--- src/rtl/modular_add_sub_mult_unit_core_defines.svh ---
// Assertion macros shared by the modular arithmetic unit.
`ifndef MODULAR_ADD_SUB_MULT_UNIT_CORE_DEFINES_SVH
`define MODULAR_ADD_SUB_MULT_UNIT_CORE_DEFINES_SVH

// The consequent must hold in the same cycle as the antecedent.
`define MASMU_ASSERT_IMPLIES(label, ante, cons) \
    label: assert property (@(posedge clk) disable iff (!rst_n) (ante) |-> (cons)) \
        else $error("modular unit check failed: same-cycle implication");

// The consequent must hold in the cycle after the antecedent.
`define MASMU_ASSERT_NEXT(label, ante, cons) \
    label: assert property (@(posedge clk) disable iff (!rst_n) (ante) |=> (cons)) \
        else $error("modular unit check failed: next-cycle implication");

`endif

--- src/rtl/masmu_pkg.sv ---
// Package with shared types and constants of the modular arithmetic unit.
`timescale 1ns / 1ps

package masmu_pkg;

    localparam int WORD_W     = 32;
    localparam int PROD_W     = 64;
    localparam int MOD_W      = 31;
    localparam int SHIFT_W    = 6;
    localparam int CFG_IDX_W  = 4;

    localparam logic [MOD_W-1:0]   MODULUS_RST   = 31'd2013265921;
    localparam logic [WORD_W-1:0]  FACTOR_RST    = 32'd2290649223;
    localparam logic [SHIFT_W-1:0] PRE_SHIFT_RST = 6'd30;
    localparam logic [SHIFT_W-1:0] POST_SHIFT_RST = 6'd32;

    // Configuration register indexes.
    localparam logic [CFG_IDX_W-1:0] REG_MODULUS    = CFG_IDX_W'(0);
    localparam logic [CFG_IDX_W-1:0] REG_FACTOR     = CFG_IDX_W'(1);
    localparam logic [CFG_IDX_W-1:0] REG_PRE_SHIFT  = CFG_IDX_W'(2);
    localparam logic [CFG_IDX_W-1:0] REG_POST_SHIFT = CFG_IDX_W'(3);

    typedef enum logic [1:0] {
        OP_ADD  = 2'd0,
        OP_SUB  = 2'd1,
        OP_MUL  = 2'd2,
        OP_NONE = 2'd3
    } op_t;

    // Control that travels alongside the data through the pipeline; the last stage keeps only the valid bit, as done.
    typedef struct packed {
        logic valid;
        op_t  op;
    } ctl_t;

endpackage

--- src/rtl/masmu_barrett.sv ---
// Barrett quotient estimate: four stages from the product to the low word of c times p.
`timescale 1ns / 1ps

module masmu_barrett
    import masmu_pkg::*;
(
    input  logic               clk,
    input  logic               rst_n,
    input  ctl_t               ctl_in,
    input  logic [PROD_W-1:0]  prod,
    input  logic [WORD_W-1:0]  raw,
    input  logic [MOD_W-1:0]   modulus,
    input  logic [WORD_W-1:0]  factor,
    input  logic [SHIFT_W-1:0] pre_shift,
    input  logic [SHIFT_W-1:0] post_shift,
    output ctl_t               ctl_out,
    output logic [WORD_W-1:0]  word,
    output logic [WORD_W-1:0]  cp
);

    localparam int NSTG = 4;

    ctl_t              ctl_reg  [NSTG];
    logic [WORD_W-1:0] word_reg [NSTG];

    logic [WORD_W-1:0] t_reg;
    logic [WORD_W-1:0] t_next;
    logic [PROD_W-1:0] tq_reg;
    logic [PROD_W-1:0] tq_next;
    logic [WORD_W-1:0] c_reg;
    logic [WORD_W-1:0] c_next;
    logic [WORD_W-1:0] cp_reg;
    logic [WORD_W-1:0] cp_next;
    logic [WORD_W-1:0] word_next;

    always_comb
    begin
        // For a multiply the low product word goes on; otherwise the raw sum or difference.
        word_next = (ctl_in.op == OP_MUL) ? prod[WORD_W-1:0] : raw;
        t_next    = WORD_W'(prod >> pre_shift);
        tq_next   = PROD_W'(t_reg) * PROD_W'(factor);
        c_next    = WORD_W'(tq_reg >> post_shift);
        cp_next   = c_reg * WORD_W'(modulus);
    end

    always_ff @(posedge clk or negedge rst_n)
    begin
        if (!rst_n)
        begin
            for (int i = 0; i < NSTG; i++)
            begin
                ctl_reg[i] <= '0;
            end
        end
        else
        begin
            ctl_reg[0] <= ctl_in;
            for (int i = 1; i < NSTG; i++)
            begin
                ctl_reg[i] <= ctl_reg[i-1];
            end
        end
    end

    always_ff @(posedge clk)
    begin
        word_reg[0] <= word_next;
        for (int i = 1; i < NSTG; i++)
        begin
            word_reg[i] <= word_reg[i-1];
        end
        t_reg  <= t_next;
        tq_reg <= tq_next;
        c_reg  <= c_next;
        cp_reg <= cp_next;
    end

    assign ctl_out = ctl_reg[NSTG-1];
    assign word    = word_reg[NSTG-1];
    assign cp      = cp_reg;

endmodule

--- config.mk ---
export PLATFORM = sky130hd
export DESIGN_NAME = masmu_barrett
export DESIGN_NICKNAME = d
export VERILOG_FILES = /design/src/rtl/modular_add_sub_mult_unit_core_defines.svh /design/src/rtl/masmu_pkg.sv /design/src/rtl/masmu_barrett.sv
export SDC_FILE = /design/constraint.sdc
export NUM_CORES = 2
export LEC_CHECK = 0
export BUFFER_PORTS_ARGS = -buffer_cell sky130_fd_sc_hd__buf_2
export CAP_MARGIN = 20
export CELL_PAD_IN_SITES_DETAIL_PLACEMENT = 0
export CELL_PAD_IN_SITES_GLOBAL_PLACEMENT = 1
export CORE_MARGIN = 2
export CORE_UTILIZATION = 45
export DETAILED_ROUTE_END_ITERATION = 7
export GPL_TIMING_DRIVEN = 0
export PLACE_DENSITY = 0.76
export SETUP_SLACK_MARGIN = 0.1
export SYNTH_ARGS = -nofsm -noshare
export SYNTH_HDL_FRONTEND = slang
export SYNTH_SLANG_ARGS = --single-unit
export TNS_END_PERCENT = 20
--- constraint.sdc ---
create_clock -name clk -period 9.2 [get_ports clk]
set_input_delay 0.46 -clock clk [delete_from_list [all_inputs] [get_ports clk]]
set_output_delay 0.46 -clock clk [all_outputs]
set_load 0.01 [all_outputs]
==> metrics <==
status=completed; commonest cells in the synthesized netlist=inv_1 (1315), fa_1 (1305), and2_1 (846); routed vias/inst=5.49; Async SR Flop Fraction=4.00%; xor and xnor fraction of the mapped netlist area=2.06%; Crit Path Category=flip-flop to flip-flop; Distinct cells, synth=69; GRT Util Overall=32.8%; Yosys warning total=0; Critical Path AT=9570 ps; crit path setup slack, layout=123 ps; top-count cell post-synth=inv_1; Syn Std Cell Area=62000 um2; fraction of the mapped netlist area in adder cells=49.9%; via count=47800; top-area cell type share of the netlist area=42.2%; number of synthesized flops with an enable pin=0; RSZ-0062 raised after global routing=yes; clock buffer depth=3; ANT nets after route=0; row count=136; Synth Area in Compound Gates=5.58%; CP dominant cell by count=fa_1; Final #Nets=8735; Filler cells=13300; Worst Tran Pin Value=1270 ps; f_max=110 MHz; HP Class=primary input to flip-flop; io pins=243; leading area contributor after synthesis=fa_1; CTS tree=done; Setup crit start kind=flip-flop; period utilization=98.7%; multiplexer share of the synthesized area=6.65%; largest net degree at the start of global routing=16; Worst Path Required=9690 ps; CTS H-tree lvls=2; Seq/Total Area, Yosys=9.79%; Clock Skew=40.7 ps; global-route wire length before repair=336 mm; layout cells sized above 1=8.05%; initial drt markers=3916; Main synth FF type=dfxtp_1; synth top area cells=fa_1 (42%), dfxtp_1 (9.3%), and2_1 (8.5%); PortBufs=231; Initial Util=45.2%; Die W=375 um; final setup TNS=0 ps; antenna violations before repair=18; number of buffers created by CTS=35; DP Wirelength=191 mm; crit-path max FO=10; number of max-cap violations=0; Slew headroom=15.3%; vias in the first global route=50800; GRT overflow=0; Slowest Stage Delay on Critical Path=800 ps; simple-gate share of the synthesized area=15.5%; Critical Path Sink Type=flip-flop; Slew Limit Fails=0; slowest CP cell=clkbuf_1; Reg clk slew, reported paths=60 ps; synthesis-stage register bit count=300; min cycle time layout=9080 ps; core area=137000 um2; iteration count of the initial detailed-routing pass=5; area of the die=141000 um2; Largest register FFs=128; CTS root buf=clkbuf_16; # DRC=0; Syn Nets=8458; post-synthesis cell count=6594; largest family of logic cells by synthesized area=adder cells; Core Util, Final=48.7%; pre-CTS setup slack=-155 ps; WL final=228 mm; Final setup viols=0; Synth Area per Inst=9.40 um2; Die H=375 um; CTS sink count=300; routed len/inst=26.2 um; area delta synth->final=7.72%; GPL Wtd Cong=1.03; Skew-Pair Late Insertion Delay=610 ps; Hold Vio Cnt, Final=0
[cells in the final DEF (no fill, tap or decap), drive strengths merged, types with 33 or more instances in the layout]
cell and count:
a21o 63, a21oi 170, and2 846, buf 286, clkbuf 394, dfxtp 288
fa 1305, ha 383, inv 1320, mux2 80, mux2i 106, mux4 96
nand2 828, nor2 130, o21ai 113, o22ai 33, xnor2 113, xor2 33
[worst max-delay path: cells and delay by family, from the launching register on]
kind / cells / cell delay [ps]
adders and majority gates: 9 / 3970
buffers and inverters: 7 / 1880
and+or+nand+nor: 5 / 1750
AOI/OAI and AO/OA: 3 / 860
DFF: 1 / 300
xor gates and xnor gates: 1 / 160
[routing by layer]
metal | wire length [um] | track usage (%) | part of all wire, % | up-vias
met5 | 58 | 0 | 0.025 | -
met4 | 13500 | 15.3 | 5.9 | 10
met3 | 19000 | 6.03 | 8.4 | 513
met2 | 105000 | 53.6 | 46 | 2236
met1 | 90100 | 42.4 | 40 | 24600
li1 | - | - | - | 20400
[logic make-up (layout without fill, tap and decap cells)]
logic type | after synthesis | after routing
AND/OR/NAND/NOR | 1926 | 1926
adder cells (fa/ha/maj) | 1688 | 1688
AO/OA/AOI/OAI | 534 | 534
multiplexers | 282 | 282
buffers and inverters | 1718 | 2022
XOR/XNOR | 146 | 146
flip-flops | 300 | 300
other | 0 | 14
[repair_timing]
action | CTS | global route
hold buffers | 4 | 0
buffers inserted | 0 | 0
endpoints found under the hold margin | 15 | 0
gates resized for setup | 0 | 65
setup endpoints to repair | 0 | 10
[cell type report]
| class | instances | area (um2) | area share, % |
|---|---|---|---|
| tap | 1794 | 2240 | 3.36 |
| buffer | 403 | 1590 | 2.38 |
| clock buffer | 41 | 950 | 1.42 |
| antenna | 14 | 35.0 | 0.0525 |
| multi-input combinational | 4576 | 49400 | 74.0 |
| timing repair buffer | 240 | 1270 | 1.90 |
| sequential | 300 | 6070 | 9.09 |
| clock inverter | 23 | 253 | 0.379 |
| inverter | 1315 | 4940 | 7.39 |
[stage by stage]
step	hold slack, ps	cell area [um2]	cells
finish	103	66800	8706
global route	88.6	66700	8695
CTS	72.6	66700	8691
detailed placement	312	65400	8623
global placement	310	65400	8619
floorplan	164	62000	6594
[worst paths after layout]
kind / slack, ps / depth (start not counted) / start / to
min: 100 / 2 / raw[3] / word_reg[0][3]
max: 120 / 25 / c_reg[4] / cp[30]
min reg2reg: 320 / 0 / word_reg[1][15] / word_reg[2][15]
min in group asynchronous: 270 / 2 / rst_n / ctl_reg[3]
max in group asynchronous: 8710 / 2 / rst_n / ctl_reg[7]
max reg2reg: 120 / 25 / c_reg[4] / cp[30]
Power is left out: the tool's default activity adds up to more than one toggle a clock period on the data nets, which glitch-free logic cannot reach.
