**src/rtl/modular_add_sub_mult_unit_core_defines.svh**
```systemverilog
// Assertion macros shared by the modular arithmetic unit.
`ifndef MODULAR_ADD_SUB_MULT_UNIT_CORE_DEFINES_SVH
`define MODULAR_ADD_SUB_MULT_UNIT_CORE_DEFINES_SVH

// The consequent must hold in the same cycle as the antecedent.
`define MASMU_ASSERT_IMPLIES(label, ante, cons) \
    label: assert property (@(posedge clk) disable iff (!rst_n) (ante) |-> (cons)) \
        else $error("modular unit check failed: same-cycle implication");

// The consequent must hold in the cycle after the antecedent.
`define MASMU_ASSERT_NEXT(label, ante, cons) \
    label: assert property (@(posedge clk) disable iff (!rst_n) (ante) |=> (cons)) \
        else $error("modular unit check failed: next-cycle implication");

`endif

```
**src/rtl/masmu_pkg.sv**
```systemverilog
// Package with shared types and constants of the modular arithmetic unit.
`timescale 1ns / 1ps

package masmu_pkg;

    localparam int WORD_W     = 32;
    localparam int PROD_W     = 64;
    localparam int MOD_W      = 31;
    localparam int SHIFT_W    = 6;
    localparam int CFG_IDX_W  = 4;

    localparam logic [MOD_W-1:0]   MODULUS_RST   = 31'd2013265921;
    localparam logic [WORD_W-1:0]  FACTOR_RST    = 32'd2290649223;
    localparam logic [SHIFT_W-1:0] PRE_SHIFT_RST = 6'd30;
    localparam logic [SHIFT_W-1:0] POST_SHIFT_RST = 6'd32;

    // Configuration register indexes.
    localparam logic [CFG_IDX_W-1:0] REG_MODULUS    = CFG_IDX_W'(0);
    localparam logic [CFG_IDX_W-1:0] REG_FACTOR     = CFG_IDX_W'(1);
    localparam logic [CFG_IDX_W-1:0] REG_PRE_SHIFT  = CFG_IDX_W'(2);
    localparam logic [CFG_IDX_W-1:0] REG_POST_SHIFT = CFG_IDX_W'(3);

    typedef enum logic [1:0] {
        OP_ADD  = 2'd0,
        OP_SUB  = 2'd1,
        OP_MUL  = 2'd2,
        OP_NONE = 2'd3
    } op_t;

    // Control that travels alongside the data through the pipeline; the last stage keeps only the valid bit, as done.
    typedef struct packed {
        logic valid;
        op_t  op;
    } ctl_t;

endpackage

```
**src/rtl/masmu_front.sv**
```systemverilog
// First pipeline stage: full product and raw sum or difference of the operands.
`timescale 1ns / 1ps

module masmu_front
    import masmu_pkg::*;
(
    input  logic              clk,
    input  logic              rst_n,
    input  logic              in_valid,
    input  op_t               in_op,
    input  logic [WORD_W-1:0] a,
    input  logic [WORD_W-1:0] b,
    output ctl_t              ctl,
    output logic [PROD_W-1:0] prod,
    output logic [WORD_W-1:0] raw
);

    ctl_t              ctl_reg;
    ctl_t              ctl_next;
    logic [PROD_W-1:0] prod_reg;
    logic [PROD_W-1:0] prod_next;
    logic [WORD_W-1:0] raw_reg;
    logic [WORD_W-1:0] raw_next;

    always_comb
    begin
        ctl_next.valid = in_valid;
        ctl_next.op    = in_op;
        prod_next      = PROD_W'(a) * PROD_W'(b);
        // Sum and difference both wrap at the word width.
        raw_next       = (in_op == OP_SUB) ? (a - b) : (a + b);
    end

    always_ff @(posedge clk or negedge rst_n)
    begin
        if (!rst_n)
        begin
            ctl_reg <= '0;
        end
        else
        begin
            ctl_reg <= ctl_next;
        end
    end

    always_ff @(posedge clk)
    begin
        prod_reg <= prod_next;
        raw_reg  <= raw_next;
    end

    assign ctl  = ctl_reg;
    assign prod = prod_reg;
    assign raw  = raw_reg;

endmodule

```
**config.mk**
```make
export PLATFORM = sky130hd
export DESIGN_NAME = masmu_front
export DESIGN_NICKNAME = d
export VERILOG_FILES = /design/src/rtl/modular_add_sub_mult_unit_core_defines.svh /design/src/rtl/masmu_pkg.sv /design/src/rtl/masmu_front.sv
export SDC_FILE = /design/constraint.sdc
export NUM_CORES = 2
export LEC_CHECK = 0
export BUFFER_PORTS_ARGS = -buffer_cell sky130_fd_sc_hd__buf_4
export CAP_MARGIN = 20
export CELL_PAD_IN_SITES_DETAIL_PLACEMENT = 1
export CELL_PAD_IN_SITES_GLOBAL_PLACEMENT = 1
export CORE_MARGIN = 2
export CORE_UTILIZATION = 45
export DETAILED_ROUTE_END_ITERATION = 7
export GPL_ROUTABILITY_DRIVEN = 0
export HOLD_SLACK_MARGIN = 0.08
export PLACE_DENSITY = 0.84
export RECOVER_POWER = 50
export SETUP_SLACK_MARGIN = 0.05
export SYNTH_ARGS = -nofsm -noshare
export SYNTH_HDL_FRONTEND = slang
export SYNTH_SLANG_ARGS = --single-unit
```
**constraint.sdc**
```tcl
create_clock -name clk -period 0.8 [get_ports clk]
set_input_delay 0.04 -clock clk [delete_from_list [all_inputs] [get_ports clk]]
set_output_delay 0.04 -clock clk [all_outputs]
set_load 0.1 [all_outputs]
```
==> impl_metrics.csv, run 1 <==
group,metric,value,unit
floorplan,die_height,294,microns
floorplan,io_pins,168,
yosys,netlist.top_cell.by_area,"sky130_fd_sc_hd__fa_1",
place,placement.io_buffers,167,
clock_tree,tritoncts.num_buffers,9,
yosys,seq_area_frac_synth,5.28,%
clock_tree,cts-root-to-sink-buffers,2,
yosys,cell_types_with_the_largest_area_share_after_synthesis,"sky130_fd_sc_hd__fa_1, sky130_fd_sc_hd__and2_1, sky130_fd_sc_hd__ha_1",
place,detailed_place_hpwl,130000,microns
yosys,syn_area,37800,sq um
clock_tree,htreeDepth,3,
floorplan,initial_core_util,45.4,%
run_status,status,"aborted with a tool error",
grt,grt_max_degree,26,
yosys,synthCells,4164,
yosys,ys_async_sr_fraction,3.03,%
yosys,synth.net_count,5426,
grt,grt_remaining_overflow,55,
yosys,number_of_enable_flip_flop_cells_after_synthesis,0,
grt,grt_pass1_wl,384000,microns
yosys,synth.top_cell.area_share,47.5,%
yosys,yosys_most_used_dff,"sky130_fd_sc_hd__dfxtp_1",
run_status,outcome.stop_stage,"global routing (5_1_grt)",
yosys,netlist-cell-type-count,71,
floorplan,die_w,294,microns
clock_tree,numClockSinks,99,
run_status,first-error,"[ERROR GRT-0116] Global routing finished with congestion. Check the congestion regions in the DRC Viewer.",
yosys,synthesis.area_per_instance,9.09,sq um
grt,grt_pass1_vias,50400,
yosys,postSynthRegisterBits,99,
yosys,yosysWarningCount,0,
grt,grtUsageTotal,62.8,%
floorplan,rows,106,
clock_tree,clock-root-buffer,"sky130_fd_sc_hd__clkbuf_16",
==> cells in the mapped netlist, drive strengths merged (5+ instances only) <==
library cell / n
xnor2: 62
ha: 296
o31ai: 8
or4: 6
buf: 7
fa: 897
nor3: 24
o21a: 10
nand2: 492
nand4: 14
o211ai: 10
nor4: 9
o21ai: 53
clkbuf: 239
inv: 881
nand3: 21
a21oi: 95
and3: 14
o41ai: 8
a311oi: 5
o21bai: 12
a21o: 55
and2: 614
a31oi: 17
nand2b: 6
dfxtp: 96
or3: 7
nor2: 70
xor2: 54
a211oi: 13
==> cell families after synthesis <==
family                   count (synthesis)  synth area share [%]
multiplexers                             4                 0.116
XOR/XNOR                               116                  2.69
AO/OA/AOI/OAI                          327                  5.65
flip-flops                              99                  5.28
AND/OR/NAND/NOR                       1298                  17.8
adder cells (fa/ha/maj)               1193                  57.3
buffers and inverters                 1127                  11.2
==> what timing repair did <==
item                       CTS
hold buffers                 5
buffers inserted            54
gates cloned                 2
pin swaps                  167
setup endpoints to repair  194
hold endpoints to repair     6
gates resized for setup    448
==> per-stage QoR <==
stage	worst slack (ps)	setup TNS, ps	cells	instance area, sq um	util (%)
floorplan	-5810	-357720	4164	39500	-
global placement	-6350	-426250	5775	45500	54.6
detailed placement	-6680	-449310	5775	45500	54.6
CTS	-6070	-417570	5847	48200	57.8
==> metal layers <==
| layer | global-route usage, % | overflow |
|---|---|---|
| met1 | 59.9 | 1 |
| met2 | 78.8 | 27 |
| met3 | 48.9 | 0 |
| met4 | 67.6 | 27 |
| met5 | 21.4 | 0 |
==> inputs of run 2 (changes only) <==
CELL_PAD_IN_SITES_DETAIL_PLACEMENT = default   (was 1)
CELL_PAD_IN_SITES_GLOBAL_PLACEMENT = default   (was 1)
CORE_UTILIZATION = 30   (was 45)
HOLD_SLACK_MARGIN = default   (was 0.08)
PLACE_DENSITY = default   (was 0.84)
PLACE_DENSITY_LB_ADDON = 0.15   (was default)
SETUP_SLACK_MARGIN = default   (was 0.05)
==> impl_metrics.csv, run 2 <==
group,metric,value,unit
clock_tree,clock_tree_from_tritoncts,"built",
layout,largest_register_ffs,64,
layout,most_common_library_cell_in_the_layout_ignoring_fill_and_taps,"sky130_fd_sc_hd__inv_1",
yosys,seq_area_frac_synth,5.28,%
floorplan,area_of_the_die,129000,sq um
worst_hold_path,whs_path_depth,4,
sta,drv_slew,0,
grt,grt_max_degree,26,
yosys,synthCells,4164,
grt,grt_remaining_overflow,0,
run_status,status,"finished, violations left",
place,post-place-cells,6369,
drt,route.antenna.remaining_nets,0,
sta,setup_violations,194,
sta,final_layout_worst_hold_slack,274,ps
grt,grt_pass1_wl,201000,microns
run_status,violations,"setup timing",
floorplan,rows,130,
clock_tree,numClockSinks,99,
floorplan,floorplan.core_area,125000,sq um
floorplan,die_w,359,microns
layout,area.growth.synth_to_final,35.0,%
critical_path,timing.critical_path.from,"b[13]",
yosys,syn_area,37800,sq um
floorplan,initial_core_util,30.2,%
layout,finalNonFillerCells,6507,
layout,nNetsFinal,6114,
worst_hold_path,timing.hold.worst.class,"input port to register",
sta,slew_headroom,56.5,%
drt,dr.pass1.iters,5,
layout,diodes,0,
clock_tree,clk_transition_reported_paths,90,ps
clock_tree,htreeDepth,3,
yosys,cell_types_with_the_largest_area_share_after_synthesis,"sky130_fd_sc_hd__fa_1, sky130_fd_sc_hd__and2_1, sky130_fd_sc_hd__ha_1",
yosys,netlist-cell-type-count,71,
yosys,commonest_cells_in_the_synthesized_netlist,"sky130_fd_sc_hd__fa_1, sky130_fd_sc_hd__inv_1, sky130_fd_sc_hd__and2_1",
yosys,netlist.top_cell.by_area,"sky130_fd_sc_hd__fa_1",
critical_path,endpoint_kind,"register",
clock_tree,clock-root-buffer,"sky130_fd_sc_hd__clkbuf_16",
sta,timing.fmax,151,MHz
critical_path,criticalPathCategory,"input port to register",
drt,drt-initial-drc-count,1018,
critical_path,cp_data_required_time,1090,ps
yosys,yosys_most_used_dff,"sky130_fd_sc_hd__dfxtp_1",
floorplan,io_pins,168,
grt,grtUsageTotal,20.5,%
sta,max_slew.worst_pin.slew,636,ps
sta,final_critical_path_setup_slack,-5810,ps
drt,detail_route.vias_per_cell,4.59,
drt,detail_route.wirelength,131000,microns
critical_path,timing.critical_path.fanout_max,18,
yosys,yosysWarningCount,0,
run,max_cap_viols,0,
sta,setup_total_negative_slack,-396720,ps
layout,final_cell_mix,"sky130_fd_sc_hd__inv_1, sky130_fd_sc_hd__fa_1, sky130_fd_sc_hd__buf_4, sky130_fd_sc_hd__and2_1, sky130_fd_sc_hd__nand2_1",
clock_tree,cts-root-to-sink-buffers,2,
yosys,ys_async_sr_fraction,3.03,%
sta,finalWorstPathRequiredPeriod,6610,ps
critical_path,worstPathArrival,6900,ps
sta,rsz0062_at_grt,"yes",
grt,grt_antenna_before_repair,5,
worst_hold_path,hold_path_end,"prod[0]$_DFF_P_",
sta,finalCritPeriodShare,827,%
yosys,synth.net_count,5426,
critical_path,cp-start-kind,"input port",
yosys,synth.top_cell.area_share,47.5,%
yosys,synthesis.area_per_instance,9.09,sq um
drt,avgRoutedWirePerCell,20.1,microns
drt,routed-via-count,29900,
layout,ratio_of_cells_with_drive_above_1_in_the_final_layout,31.3,%
clock_tree,tritoncts.num_buffers,9,
place,detailed_place_hpwl,112000,microns
yosys,postSynthRegisterBits,99,
place,placement.io_buffers,167,
yosys,number_of_enable_flip_flop_cells_after_synthesis,0,
sta,timing.final.hold_violations,0,
grt,grt_pass1_vias,33100,
drt,drc_errors,0,
yosys,synth_most_common_cell,"sky130_fd_sc_hd__fa_1",
floorplan,die_height,359,microns
worst_hold_path,timing.hold.worst.start,"b[0]",
run 2: area by class of cell:
type	instances	area (sq um)
clock inverter	7	60.1
fill	12600	74300
clock buffer	9	225
tap	1650	2060
timing repair buffer	923	8840
inverter	881	3320
sequential	99	2130
multi-input combinational	2938	34400
run 2: worst max path at each step:
stage,endpoint,slack [ps],cells after the start
6_report,prod[61]$_DFF_P_,-5810,25
5_1_grt,prod[61]$_DFF_P_,-5950,25
4_1_cts,prod[61]$_DFF_P_,-5750,23
3_5_place_dp,prod[59]$_DFF_P_,-6630,26
3_3_place_gp,prod[59]$_DFF_P_,-6600,26
2_1_floorplan,prod[61]$_DFF_P_,-5810,25
run 2: layer usage:
layer / share of wire [%] / track usage (%) / vias to the layer above
li1: - / - / 13700
met1: 39 / 24.4 / 15600
met2: 55 / 39.4 / 434
met3: 2.2 / 1.36 / 149
met4: 3.3 / 5.54 / 0
met5: 0 / 0 / -
run 2: metrics by stage:
step	util (%)	area (sq um)	worst slack, ps
after floorplan	-	39500	-5810
after global placement	37.0	46400	-6600
after detailed placement	37.0	46400	-6630
after CTS	39.6	49700	-5750
after global routing	40.7	51100	-5950
final	40.7	51100	-5810
run 2: what timing repair did:
item,4_1_cts,5_1_grt
cloned,7,5
endpoints found under the hold margin,6,0
hold buffers,5,0
pin swaps,221,139
setup endpoints to repair,194,192
setup buffers,80,42
resized for setup,490,231
run 2: cell families (layout without fill, tap and decap cells):
logic type                 after synthesis  in the layout  share of synthesized area [%]
DFF                                     99             99                           5.28
adders and majority gates             1193           1193                           57.3
buffers and inverters                 1127           1820                           11.2
xor gates and xnor gates               116            116                           2.69
and+or+nand+nor                       1298           1298                           17.8
muxes                                    4              4                          0.116
AOI/OAI and AO/OA                      327            327                           5.65
run 2: critical path, cell delays in order:
cell and delay (ps):
sky130_fd_sc_hd__buf_12 130, sky130_fd_sc_hd__buf_6 140, sky130_fd_sc_hd__and2_1 140, sky130_fd_sc_hd__fa_1 480
sky130_fd_sc_hd__inv_1 50, sky130_fd_sc_hd__fa_1 550, sky130_fd_sc_hd__fa_2 450, sky130_fd_sc_hd__fa_1 520
sky130_fd_sc_hd__inv_2 50, sky130_fd_sc_hd__fa_2 570, sky130_fd_sc_hd__fa_1 440, sky130_fd_sc_hd__fa_2 610
sky130_fd_sc_hd__fa_1 470, sky130_fd_sc_hd__ha_4 240, sky130_fd_sc_hd__buf_4 130, sky130_fd_sc_hd__nand4_1 100
sky130_fd_sc_hd__buf_6 130, sky130_fd_sc_hd__nor3_4 50, sky130_fd_sc_hd__a22o_1 210, sky130_fd_sc_hd__or3_4 370
sky130_fd_sc_hd__o31ai_4 250, sky130_fd_sc_hd__buf_6 170, sky130_fd_sc_hd__o21ai_4 70, sky130_fd_sc_hd__a31o_4 250
sky130_fd_sc_hd__a311oi_2 210
Power of run 2 is not shown: default switching activity piles up to over one toggle a cycle in this logic, so the estimate is an artifact.
